--- config.mk ---
export PLATFORM = sky130hd
export DESIGN_NAME = av_interval_pacing_timer_unit
export DESIGN_NICKNAME = d
export VERILOG_FILES = /design/src/hdl/avipt_pkg.sv /design/src/hdl/avipt_cfg_regs.sv /design/src/hdl/avipt_div.sv /design/src/hdl/av_interval_pacing_timer_unit.sv
export SDC_FILE = /design/constraint.sdc
export NUM_CORES = 1
export LEC_CHECK = 0
export BUFFER_PORTS_ARGS = -buffer_cell sky130_fd_sc_hd__clkbuf_2
export CAP_MARGIN = 10
export CELL_PAD_IN_SITES_DETAIL_PLACEMENT = 0
export CELL_PAD_IN_SITES_GLOBAL_PLACEMENT = 1
export CORE_MARGIN = 2
export CORE_UTILIZATION = 43
export CTS_CLUSTER_DIAMETER = 100
export DETAILED_ROUTE_END_ITERATION = 6
export PLACE_DENSITY = 0.76
export SYNTH_ARGS = -nofsm -noshare
export SYNTH_HDL_FRONTEND = slang
export SYNTH_SLANG_ARGS = --single-unit
--- constraint.sdc ---
create_clock -name clk -period 2.85 [get_ports clk]
set_clock_uncertainty 0.05 [all_clocks]
set_input_delay 0.285 -clock clk [delete_from_list [all_inputs] [get_ports clk]]
set_output_delay 0.285 -clock clk [all_outputs]
set_load 0.02 [all_outputs]
--- src/hdl/avipt_pkg.sv ---
// Package: shared widths, codes and types for the AV interval pacing timer.
`timescale 1ns / 1ps
`default_nettype none

package avipt_pkg;

    localparam int TIME_W  = 17;
    localparam int RATE_W  = 8;
    localparam int REG_W   = 10;
    localparam int CNT_W   = 5;
    localparam int CFG_IDX_W = 2;

    // op codes
    localparam logic [1:0] OP_START = 2'd0;
    localparam logic [1:0] OP_TICK  = 2'd1;
    localparam logic [1:0] OP_SENSE = 2'd2;

    // status codes
    localparam logic [1:0] STAT_NONE   = 2'd0;
    localparam logic [1:0] STAT_PACED  = 2'd1;
    localparam logic [1:0] STAT_SENSED = 2'd2;
    localparam logic [1:0] STAT_REJECT = 2'd3;

    // register indexes
    localparam logic [CFG_IDX_W-1:0] REG_BASE_RATE = 2'd0;
    localparam logic [CFG_IDX_W-1:0] REG_STEP_MS   = 2'd1;

    localparam logic [REG_W-1:0] BASE_RATE_RST = 10'd240;
    localparam logic [REG_W-1:0] STEP_MS_RST   = 10'd1;

    typedef enum logic [1:0] {
        S_IDLE,
        S_DIV,
        S_DONE
    } state_t;

    typedef struct packed {
        logic [REG_W-1:0] base_rate;
        logic [REG_W-1:0] step_ms;
    } cfg_t;

    typedef struct packed {
        logic busy;
        logic done;
    } div_stat_t;

endpackage : avipt_pkg

`default_nettype wire

--- src/hdl/avipt_cfg_regs.sv ---
// Configuration register file: base_rate and step_ms.
`timescale 1ns / 1ps
`default_nettype none

module avipt_cfg_regs (
    input  wire logic                           clk,
    input  wire logic                           rst_n,
    input  wire logic                           wr_en,
    input  wire logic [avipt_pkg::CFG_IDX_W-1:0] wr_index,
    input  wire logic [avipt_pkg::REG_W-1:0]     wr_data,
    output avipt_pkg::cfg_t                      cfg
);
    import avipt_pkg::*;

    logic [REG_W-1:0] base_rate_reg;
    logic [REG_W-1:0] base_rate_next;
    logic [REG_W-1:0] step_ms_reg;
    logic [REG_W-1:0] step_ms_next;

    always_comb
    begin
        base_rate_next = base_rate_reg;
        step_ms_next   = step_ms_reg;
        if (wr_en)
        begin
            case (wr_index)
                REG_BASE_RATE: base_rate_next = wr_data;
                REG_STEP_MS:   step_ms_next   = wr_data;
                default:       ; // unmapped index, dropped
            endcase
        end
    end

    always_ff @(posedge clk or negedge rst_n)
    begin
        if (!rst_n)
        begin
            base_rate_reg <= BASE_RATE_RST;
            step_ms_reg   <= STEP_MS_RST;
        end
        else
        begin
            base_rate_reg <= base_rate_next;
            step_ms_reg   <= step_ms_next;
        end
    end

    assign cfg.base_rate = base_rate_reg;
    assign cfg.step_ms   = step_ms_reg;

endmodule : avipt_cfg_regs

`default_nettype wire

--- src/hdl/avipt_div.sv ---
// Bit-serial restoring divider: one quotient bit per cycle.
`timescale 1ns / 1ps
`default_nettype none

module avipt_div (
    input  wire logic                         clk,
    input  wire logic                         rst_n,
    input  wire logic                         start,
    input  wire logic [avipt_pkg::TIME_W-1:0] dividend,
    input  wire logic [avipt_pkg::RATE_W-1:0] divisor,
    output logic      [avipt_pkg::TIME_W-1:0] quotient,
    output avipt_pkg::div_stat_t              stat
);
    import avipt_pkg::*;

    // quo_reg shifts dividend bits out at the top and quotient bits in at the bottom
    logic [TIME_W-1:0] quo_reg;
    logic [TIME_W-1:0] quo_next;
    logic [RATE_W-1:0] rem_reg;
    logic [RATE_W-1:0] rem_next;
    logic [RATE_W-1:0] den_reg;
    logic [RATE_W-1:0] den_next;
    logic [CNT_W-1:0]  cnt_reg;
    logic [CNT_W-1:0]  cnt_next;
    logic              busy_reg;
    logic              busy_next;
    logic              done_reg;
    logic              done_next;

    logic [RATE_W:0]   shifted;
    logic [RATE_W+1:0] diff;
    logic              ge;

    assign shifted = {rem_reg, quo_reg[TIME_W-1]};
    assign diff    = {1'b0, shifted} - {2'b00, den_reg};
    assign ge      = ~diff[RATE_W+1];

    always_comb
    begin
        quo_next  = quo_reg;
        rem_next  = rem_reg;
        den_next  = den_reg;
        cnt_next  = cnt_reg;
        busy_next = busy_reg;
        done_next = 1'b0;
        if (start)
        begin
            quo_next  = dividend;
            rem_next  = '0;
            den_next  = divisor;
            cnt_next  = CNT_W'(TIME_W);
            busy_next = 1'b1;
        end
        else if (busy_reg)
        begin
            quo_next = {quo_reg[TIME_W-2:0], ge};
            rem_next = ge ? diff[RATE_W-1:0] : shifted[RATE_W-1:0];
            cnt_next = cnt_reg - 1'b1;
            if (cnt_reg == CNT_W'(1))
            begin
                busy_next = 1'b0;
                done_next = 1'b1;
            end
        end
    end

    always_ff @(posedge clk or negedge rst_n)
    begin
        if (!rst_n)
        begin
            cnt_reg  <= '0;
            busy_reg <= 1'b0;
            done_reg <= 1'b0;
        end
        else
        begin
            cnt_reg  <= cnt_next;
            busy_reg <= busy_next;
            done_reg <= done_next;
        end
    end

    always_ff @(posedge clk)
    begin
        quo_reg <= quo_next;
        rem_reg <= rem_next;
        den_reg <= den_next;
    end

    assign quotient  = quo_reg;
    assign stat.busy = busy_reg;
    assign stat.done = done_reg;

endmodule : avipt_div

`default_nettype wire

--- src/hdl/av_interval_pacing_timer_unit.sv ---
// Top level: AV interval pacing timer with serial timeout divider.
`timescale 1ns / 1ps
`default_nettype none

// Channel   Dir  Handshake            Word
// in        in   in_valid/in_ready    op, rate_bpm
// out       out  out_valid/out_ready  status, pace_pulse, time_left_ms
// cfg       in   cfg_valid/cfg_ready  cfg_index, cfg_data
//
// Tick, sense, reject and unknown ops: the result is registered on accept and then
// copied to the output register once it is free; in_ready comes back with it.
// Valid start: the bit-serial divider resolves the 17-bit timeout
// (base_rate*100 / rate_bpm) one quotient bit per cycle, and the result then
// passes through the result register to the output register.
// One word in flight; in_ready drops until the result is loaded into the output
// register, which then holds it while a new word is accepted.
// Reset: idle, not running, base_rate 240, step_ms 1. cfg_ready is always high.

module av_interval_pacing_timer_unit (
    input  wire logic                            clk,
    input  wire logic                            rst_n,
    // input words
    input  wire logic                            in_valid,
    output logic                                 in_ready,
    input  wire logic [1:0]                      op,
    input  wire logic [avipt_pkg::RATE_W-1:0]    rate_bpm,
    // result words
    output logic                                 out_valid,
    input  wire logic                            out_ready,
    output logic [1:0]                           status,
    output logic                                 pace_pulse,
    output logic [avipt_pkg::TIME_W-1:0]         time_left_ms,
    // configuration writes
    input  wire logic                            cfg_valid,
    output logic                                 cfg_ready,
    input  wire logic [avipt_pkg::CFG_IDX_W-1:0] cfg_index,
    input  wire logic [avipt_pkg::REG_W-1:0]     cfg_data
);
    import avipt_pkg::*;

    cfg_t              cfg;
    div_stat_t         div_stat;
    logic              div_start;
    logic [TIME_W-1:0] quotient;
    logic [TIME_W-1:0] scaled_base;

    state_t            state_reg;
    state_t            state_next;
    logic              running_reg;
    logic              running_next;
    logic [TIME_W-1:0] remaining_reg;
    logic [TIME_W-1:0] remaining_next;
    logic [1:0]        res_status_reg;
    logic [1:0]        res_status_next;
    logic              res_pulse_reg;
    logic              res_pulse_next;

    logic              out_valid_reg;
    logic              out_valid_next;
    logic [1:0]        status_reg;
    logic [1:0]        status_next;
    logic              pace_pulse_reg;
    logic              pace_pulse_next;
    logic [TIME_W-1:0] time_left_reg;
    logic [TIME_W-1:0] time_left_next;

    logic              step_expires;

    assign cfg_ready = 1'b1;

    avipt_cfg_regs u_cfg (
        .clk      (clk),
        .rst_n    (rst_n),
        .wr_en    (cfg_valid),
        .wr_index (cfg_index),
        .wr_data  (cfg_data),
        .cfg      (cfg)
    );

    // base_rate * 100 as shifts and adds: 64 + 32 + 4
    assign scaled_base = {1'b0, cfg.base_rate, 6'b0}
                       + {2'b0, cfg.base_rate, 5'b0}
                       + {5'b0, cfg.base_rate, 2'b0};

    avipt_div u_div (
        .clk      (clk),
        .rst_n    (rst_n),
        .start    (div_start),
        .dividend (scaled_base),
        .divisor  (rate_bpm),
        .quotient (quotient),
        .stat     (div_stat)
    );

    assign step_expires = remaining_reg <= {{(TIME_W-REG_W){1'b0}}, cfg.step_ms};
    assign in_ready     = (state_reg == S_IDLE);

    always_comb
    begin
        state_next      = state_reg;
        running_next    = running_reg;
        remaining_next  = remaining_reg;
        res_status_next = res_status_reg;
        res_pulse_next  = res_pulse_reg;
        out_valid_next  = out_valid_reg;
        status_next     = status_reg;
        pace_pulse_next = pace_pulse_reg;
        time_left_next  = time_left_reg;
        div_start       = 1'b0;

        if (out_valid_reg && out_ready)
        begin
            out_valid_next = 1'b0;
        end

        case (state_reg)
            S_IDLE:
            begin
                if (in_valid)
                begin
                    res_status_next = STAT_NONE;
                    res_pulse_next  = 1'b0;
                    state_next      = S_DONE;
                    case (op)
                        OP_START:
                        begin
                            if ((rate_bpm == '0) || running_reg)
                            begin
                                res_status_next = STAT_REJECT;
                            end
                            else
                            begin
                                div_start  = 1'b1;
                                state_next = S_DIV;
                            end
                        end
                        OP_TICK:
                        begin
                            if (running_reg)
                            begin
                                if (step_expires)
                                begin
                                    running_next    = 1'b0;
                                    remaining_next  = '0;
                                    res_status_next = STAT_PACED;
                                    res_pulse_next  = 1'b1;
                                end
                                else
                                begin
                                    remaining_next = remaining_reg
                                        - {{(TIME_W-REG_W){1'b0}}, cfg.step_ms};
                                end
                            end
                        end
                        OP_SENSE:
                        begin
                            // sense stops the interval with no stimulus
                            if (running_reg)
                            begin
                                running_next    = 1'b0;
                                remaining_next  = '0;
                                res_status_next = STAT_SENSED;
                            end
                        end
                        default: ; // unknown op: report only
                    endcase
                end
            end
            S_DIV:
            begin
                if (div_stat.done)
                begin
                    state_next = S_DONE;
                    if (quotient == '0)
                    begin
                        // zero timeout paces at once and stays idle
                        res_status_next = STAT_PACED;
                        res_pulse_next  = 1'b1;
                    end
                    else
                    begin
                        running_next   = 1'b1;
                        remaining_next = quotient;
                    end
                end
            end
            S_DONE:
            begin
                if (!out_valid_reg || out_ready)
                begin
                    out_valid_next  = 1'b1;
                    status_next     = res_status_reg;
                    pace_pulse_next = res_pulse_reg;
                    // remaining is held at zero whenever the timer is idle
                    time_left_next  = remaining_reg;
                    state_next      = S_IDLE;
                end
            end
            default:
            begin
                state_next = S_IDLE;
            end
        endcase
    end

    always_ff @(posedge clk or negedge rst_n)
    begin
        if (!rst_n)
        begin
            state_reg     <= S_IDLE;
            running_reg   <= 1'b0;
            remaining_reg <= '0;
            out_valid_reg <= 1'b0;
        end
        else
        begin
            state_reg     <= state_next;
            running_reg   <= running_next;
            remaining_reg <= remaining_next;
            out_valid_reg <= out_valid_next;
        end
    end

    always_ff @(posedge clk)
    begin
        res_status_reg <= res_status_next;
        res_pulse_reg  <= res_pulse_next;
        status_reg     <= status_next;
        pace_pulse_reg <= pace_pulse_next;
        time_left_reg  <= time_left_next;
    end

    assign out_valid    = out_valid_reg;
    assign status       = status_reg;
    assign pace_pulse   = pace_pulse_reg;
    assign time_left_ms = time_left_reg;

    // idle timer always carries zero remaining time
    a_idle_zero: assert property (@(posedge clk) disable iff (!rst_n)
        !running_reg |-> (remaining_reg == '0))
        else $error("remaining time nonzero while idle");

    // a pulse goes out with the paced status and no other
    a_pulse_status: assert property (@(posedge clk) disable iff (!rst_n)
        out_valid |-> (pace_pulse == (status == STAT_PACED)))
        else $error("pace_pulse and status disagree");

    // divider finishes only while the sequencer waits on it
    a_div_done: assert property (@(posedge clk) disable iff (!rst_n)
        div_stat.done |-> (state_reg == S_DIV))
        else $error("divider done outside divide state");

    // no new word is taken while the divider is busy
    a_div_busy: assert property (@(posedge clk) disable iff (!rst_n)
        div_stat.busy |-> !in_ready)
        else $error("input accepted during division");

endmodule : av_interval_pacing_timer_unit

`default_nettype wire
==> results of run 1 <==
==> placed cells by master, fill, tap and decap left out, drive strengths merged, types with 17 or more instances in the layout <==
cell,instances
mux2,21
a21oi,32
inv,43
buf,17
nand2,59
clkbuf,59
edfxtp,48
o21ai,47
nor2,20
dfrtp,43
ha,34
==> final cells by class <==
type / instances / share of cell area (%)
clock buffers: 11 / 3.47
clock inverters: 5 / 0.354
inverters: 43 / 2.41
multi-input cells: 396 / 42.8
flip-flops and latches: 104 / 41.9
well taps: 176 / 3.28
repair buffers: 66 / 5.82
==> through the flow <==
stage | TNS [ns] | cell area, µm² | total power [mW] | hold WS [ns]
floorplan | 0 | 5930 | 5.44 | -0.0606
global placement | 0 | 6430 | 6.30 | 0.200
detailed placement | -0.00472 | 6430 | 6.38 | 0.201
CTS | 0 | 6700 | 7.52 | 0.0683
global route | 0 | 6710 | 8.16 | 0.0671
finish | 0 | 6710 | 7.52 | 0.0772
==> Yosys cell counts (all sizes together) (5+ instances only) <==
library cell	n
a211oi	7
a21o	11
a21oi	32
a22oi	7
a31oi	7
a32oi	5
buf	12
clkbuf	7
dfrtp	43
dfstp	5
dfxtp	8
edfxtp	48
fa	9
ha	34
inv	43
mux2	21
nand2	59
nand2b	9
nand3	13
nor2	20
nor3	13
nor4	6
o211ai	5
o21a	7
o21ai	47
o31a	5
xnor2	13
==> what timing repair did <==
| item | in CTS | in global routing |
|---|---|---|
| hold buffers | 1 | 0 |
| endpoints found under the setup margin | 1 | 5 |
| resized for setup | 1 | 3 |
| setup buffers | 0 | 1 |
| hold endpoints to repair | 13 | 0 |
| pin swaps | 0 | 4 |
==> worst min-delay path by stage <==
stage               cells after the start                                 end  slack (ns)         from
finish                                  1          u_div.den_reg[2]$_DFFE_PP_        0.08  rate_bpm[2]
floorplan                               0                 out_valid$_DFF_PN0_       -0.06        rst_n
CTS                                     1          u_div.den_reg[2]$_DFFE_PP_        0.07  rate_bpm[2]
global route                            1          u_div.den_reg[1]$_DFFE_PP_        0.07  rate_bpm[1]
detailed placement                      1    u_cfg.step_ms_reg[5]$_DFFE_PN0P_        0.20        rst_n
global placement                        1  u_cfg.base_rate_reg[3]$_DFFE_PN0P_        0.20        rst_n
==> power groups by stage <==
stage	Sequential, mW	Clock, mW	Combinational [mW]
floorplan	2.74	0	2.70
global placement	2.77	0	3.53
detailed placement	2.79	0	3.58
CTS	2.77	1.14	3.61
global route	2.84	1.21	4.11
finish	2.77	1.11	3.63
==> logic make-up (layout without fill, tap and decap cells) <==
family | after synthesis | in the layout | share of synthesized area (%)
multiplexers | 25 | 25 | 4.72
AO/OA/AOI/OAI | 157 | 157 | 17.8
flip-flops | 104 | 104 | 47.3
other | 1 | 1 | 0.0632
AND/OR/NAND/NOR | 155 | 155 | 13.2
XOR/XNOR | 15 | 15 | 2.21
buffers and inverters | 62 | 125 | 4.47
adder cells (fa/ha/maj) | 43 | 43 | 10.2
==> metal layers <==
metal	global-route usage [%]	part of all wire [%]	vias up
li1	-	-	2165
met3	3.62	3.5	14
met2	28.9	46	73
met4	5.75	1.7	0
met5	0	0	-
met1	26.2	49	2116
==> impl_metrics.py, run 1 <==
metrics = {
    "global_route": {
        "grt_antenna_before_repair": 0,
        "grtUsageTotal_pct": 18.5,
        "grt_overflow": 0,
        "grt_max_degree": 32,
        "first_global_vias": 4287,
        "grt_pass1_wl_um": 21400,
    },
    "synth": {
        "ys_seq_area_share_pct": 47.3,
        "syn-cell-area_um2": 5930,
        "ys_types": 72,
        "synth_warnings": 0,
        "synth_cells": 562,
        "synth_edf_count": 48,
        "yosys-top-cells-area": "edfxtp_1 24%, dfrtp_1 18%, ha_1 7.2%, nand2_1 3.7%, mux2_2 3.6%",
        "syn_nets": 632,
        "synth_top_area_share_pct": 24.3,
        "dominantRegCellSynth": "edfxtp_1",
        "synth-seq-cells": 104,
        "synth_area_per_cell_um2": 10.6,
        "synth_top_cell_by_area": "edfxtp_1",
        "synth_async_sr_flop_share_pct": 46.2,
    },
    "critical_path": {
        "end_kind": "register",
        "rrSetupSlack_ns": 0.09,
        "critPathLaunch": "u_cfg.base_rate_reg[4]$_DFFE_PN1P_",
        "start_kind": "register",
        "timing.rr.start": "u_cfg.base_rate_reg[4]$_DFFE_PN1P_",
        "cp.depth": 9,
        "r2r-end": "u_div.quotient[14]$_DFFE_PP_",
        "path_cells": "fa_1, ha_2, fa_1, a21o_1, a21o_1, a21oi_2, o21ai_0, nand4b_1, o211ai_1",
        "cp_top_family": "adder cells",
        "critPathBufInv": 0,
        "required_ns": 2.89,
        "cpPeakStageDelay_ns": 0.55,
        "crit_path_end": "u_div.quotient[14]$_DFFE_PP_",
        "cp.arrival_ns": 2.80,
        "crit_path_top_delay_cell": "dfstp_2",
        "path_max_fanout": 3,
        "critPathKind": "reg -> reg",
        "rr_worst_depth": 9,
    },
    "job": {
        "maxCapViolCount": 0,
    },
    "finish": {
        "layout-drive-gt1-share_pct": 19.5,
        "nets": 690,
        "areaGrowthSynthToFinish_pct": 13.1,
        "final_core_util_pct": 50.3,
        "multiInputGateArea_um2": 2870,
        "antenna-diode-count": 0,
        "fill_cells": 1257,
        "layoutNonFillerInstCount": 801,
        "final-seq-area_um2": 2810,
    },
    "sta": {
        "drv_slew": 0,
        "fin_crit_sh_pct": 96.8,
        "rsz0062_at_grt": "no",
        "setup_viol": 0,
        "finalWorstSetupSlack_ns": 0.0921,
        "hold_viol": 0,
        "max_freq_ghz": 0.363,
        "timing.final.crit_period_ns": 2.76,
        "max-slew-margin-rel_pct": 58.5,
        "worstMarginPinSlew_ns": 0.622,
    },
    "clock_network": {
        "clk_latency_ns": 0.35,
        "cts_tree": "done",
        "clkTransAtPathRegs_ns": 0.07,
        "cts.sink_count": 104,
        "cts_made_buffers": 9,
        "root_buffer": "clkbuf_16",
        "htreeDepth": 3,
        "clockBufferDepth": 2,
    },
    "power_and_ir_drop": {
        "share_seq_of_total_power_pct": 36.9,
        "worst_ir_drop_vdd_v": 0.000396,
        "pwr-share-comb_pct": 48.3,
        "p_per_area_nw_per_um2": 1120,
        "power_leakage_nw": 2.88,
        "switchingPower_mw": 3.08,
        "switching_share_pct": 41.0,
        "p_int_mw": 4.43,
        "pwr-share-clk_pct": 14.8,
    },
    "placement": {
        "dp_slack_ns": -0.00472,
        "gp_congestion": 0.939,
        "hpwl_um": 9750,
        "io_buffer_count": 48,
        "dp_cells": 783,
    },
    "routing": {
        "via_per_inst": 5.45,
        "drtIter0Drc": 346,
        "drc": 0,
        "ant_nets": 0,
        "wl_per_cell_um": 15.9,
        "finalWirelength_um": 12700,
        "route.vias.total": 4368,
        "firstDrtPassIters": 4,
    },
    "die": {
        "rows": 42,
        "pin_count": 50,
        "core_area_um2": 13300,
        "dieArea_um2": 14800,
        "dieHeight_um": 121,
        "fp.dieW_um": 121,
        "start_util_pct": 44.5,
    },
    "worst_hold_path": {
        "hp-class": "in -> reg",
    },
    "run_status": {
        "outcome": "completed",
    },
}
Power figures use the tool's default switching activity.
==> run 2, diff against run 1 <==
Settings changed: CAP_MARGIN 10 to 25, CORE_MARGIN 2 to unset, CORE_UTILIZATION 43 to 44, PLACE_DENSITY 0.76 to 0.77, SYNTH_HIERARCHICAL set to 1.
==> impl_metrics.py, run 2 <==
metrics = {
    "placement": {
        "io_buffer_count": 48,
        "dp_slack_ns": -0.275,
        "dp_cells": 764,
        "placed_area_um2": 6490,
        "hpwl_um": 9200,
        "gp_congestion": 0.844,
    },
    "finish": {
        "stdcell_area_um2": 6890,
        "final_core_util_pct": 52.2,
        "layoutNonFillerInstCount": 785,
        "antenna-diode-count": 0,
        "areaGrowthSynthToFinish_pct": 16.4,
        "final_cell_mix": "48 x clkbuf_2, 48 x edfxtp_1, 43 x nor2_1",
        "layout-drive-gt1-share_pct": 27.9,
        "nets": 674,
    },
    "die": {
        "core_area_um2": 13200,
        "rows": 42,
        "dieArea_um2": 13900,
        "start_util_pct": 44.9,
        "fp.dieW_um": 118,
        "pin_count": 50,
        "dieHeight_um": 118,
    },
    "clock_network": {
        "cts.sink_count": 104,
        "cts_made_buffers": 9,
        "clk_latency_ns": 0.35,
        "root_buffer": "clkbuf_16",
        "clockBufferDepth": 2,
        "clkTransAtPathRegs_ns": 0.07,
        "htreeDepth": 3,
        "cts_tree": "done",
    },
    "synth": {
        "synth_warnings": 6,
        "syn-cell-area_um2": 5920,
        "synth_area_per_cell_um2": 11.2,
        "synth_cells": 528,
    },
    "critical_path": {
        "end_kind": "register",
        "critPathBufInv": 0,
        "crit_top_cell": "a21oi_2",
        "critPathKind": "reg -> reg",
        "crit_path_top_delay_cell": "dfstp_2",
        "path_max_fanout": 2,
        "cp_top_family": "compound AO/OA/AOI/OAI gates",
        "required_ns": 2.91,
        "cp.arrival_ns": 3.18,
        "start_kind": "register",
        "cpPeakStageDelay_ns": 0.55,
        "path_cells": "fa_1, ha_1, a21o_1, a21oi_2, o21ai_2, or4_4, a31o_2, a21oi_2, xnor2_1, mux2_2",
    },
    "sta": {
        "timing.hold.ws_ns": -0.00630,
        "finalWorstSetupSlack_ns": -0.273,
        "fin_crit_sh_pct": 110,
        "timing.final.crit_period_ns": 3.12,
        "rsz0062_at_grt": "yes",
        "worstMarginPinSlew_ns": 0.796,
        "hold_viol": 15,
        "max_freq_ghz": 0.320,
        "drv_slew": 0,
        "setup_viol": 2,
        "max-slew-margin-rel_pct": 46.7,
    },
    "global_route": {
        "gr-max-usage-layer": "met2",
        "grt_use_met2_pct": 29.9,
        "grt_antenna_before_repair": 0,
        "first_global_vias": 4161,
        "grtUsageTotal_pct": 18.7,
        "grt_overflow": 0,
        "met1_usage_pct": 25.3,
        "grt_max_degree": 49,
        "grt_pass1_wl_um": 20500,
        "grt_use_met3_pct": 3.20,
    },
    "power_and_ir_drop": {
        "share_seq_of_total_power_pct": 40.5,
        "power_leakage_nw": 2.95,
        "pwr-share-clk_pct": 30.4,
        "pwr-share-comb_pct": 29.1,
        "p_per_area_nw_per_um2": 599,
        "worst_ir_drop_vdd_v": 0.000288,
        "switching_share_pct": 27.4,
        "switchingPower_mw": 1.13,
        "p_int_mw": 2.99,
    },
    "routing": {
        "firstDrtPassIters": 6,
        "wl_per_cell_um": 15.6,
        "finalWirelength_um": 12200,
        "drtIter0Drc": 250,
        "route.vias.total": 4221,
        "ant_nets": 0,
        "drc": 1,
        "via_per_inst": 5.38,
    },
    "job": {
        "maxCapViolCount": 0,
    },
    "worst_hold_path": {
        "hp-class": "in -> async",
    },
    "run_status": {
        "violations": "DRC, hold timing, setup timing",
        "outcome": "finished with violations",
    },
}
[run 2: path summary, 6_finish.rpt]
check,startpoint,end,slack [ns],cells after the start
max in group asynchronous,rst_n,u_cfg/base_rate_reg[2]$_DFFE_PN0P_,2.31,2
min in group clk,rate_bpm[6],u_div/den_reg[6]$_DFFE_PP_,0.08,1
worst max-delay path,u_cfg/base_rate_reg[5]$_DFFE_PN1P_,u_div/quotient[15]$_DFFE_PP_,-0.27,10
worst max register to register,u_cfg/base_rate_reg[5]$_DFFE_PN1P_,u_div/quotient[15]$_DFFE_PP_,-0.27,10
worst min register to register,res_pulse_reg$_SDFFCE_PP1P_,pace_pulse$_DFFE_PP_,0.37,0
worst min-delay path,rst_n,u_cfg/base_rate_reg[3]$_DFFE_PN0P_,-0.006,2
[run 2: metrics by stage]
step	total power, mW	hold WS [ns]	setup TNS [ns]
global placement	2.74	0.357	-0.234
global route	4.35	0.0632	-0.798
CTS	4.06	0.0219	-0.269
finish	4.13	-0.00630	-0.373
floorplan	2.41	-0.0606	-0.222
detailed placement	2.77	0.358	-0.316
[run 2: routing by layer]
metal	routed length, µm	share of wire [%]
met1	5840	48
met2	5700	47
met3	447	3.7
met4	243	2.0
met5	0	0
[run 2: final cells by class]
class | instances | area, µm²
fillers | 1152 | 6300
inverters | 39 | 149
clock inverters | 5 | 53.8
multi-input cells | 368 | 2900
flip-flops and latches | 104 | 2810
clock buffers | 11 | 253
well taps | 176 | 220
repair buffers | 82 | 503
[run 2: worst register-to-register path, cell delays in order (launching register included)]
cell	delay [ns]
dfstp_2	0.55
fa_1	0.43
ha_1	0.33
a21o_1	0.17
a21oi_2	0.17
o21ai_2	0.08
or4_4	0.42
a31o_2	0.22
a21oi_2	0.14
xnor2_1	0.07
mux2_2	0.25
[run 2: timing repair]
action	in CTS	in global routing
hold buffers	0	0
resized for setup	4	14
setup buffers	1	4
endpoints found under the setup margin	5	8
pin swaps	4	9
[run 2: power groups by stage]
stage	registers, mW	clock network, mW	logic (mW)
after floorplan	1.70	0	0.714
after global placement	1.70	0	1.04
after detailed placement	1.70	0	1.06
after CTS	1.67	1.29	1.10
after global routing	1.68	1.34	1.32
final	1.67	1.25	1.20
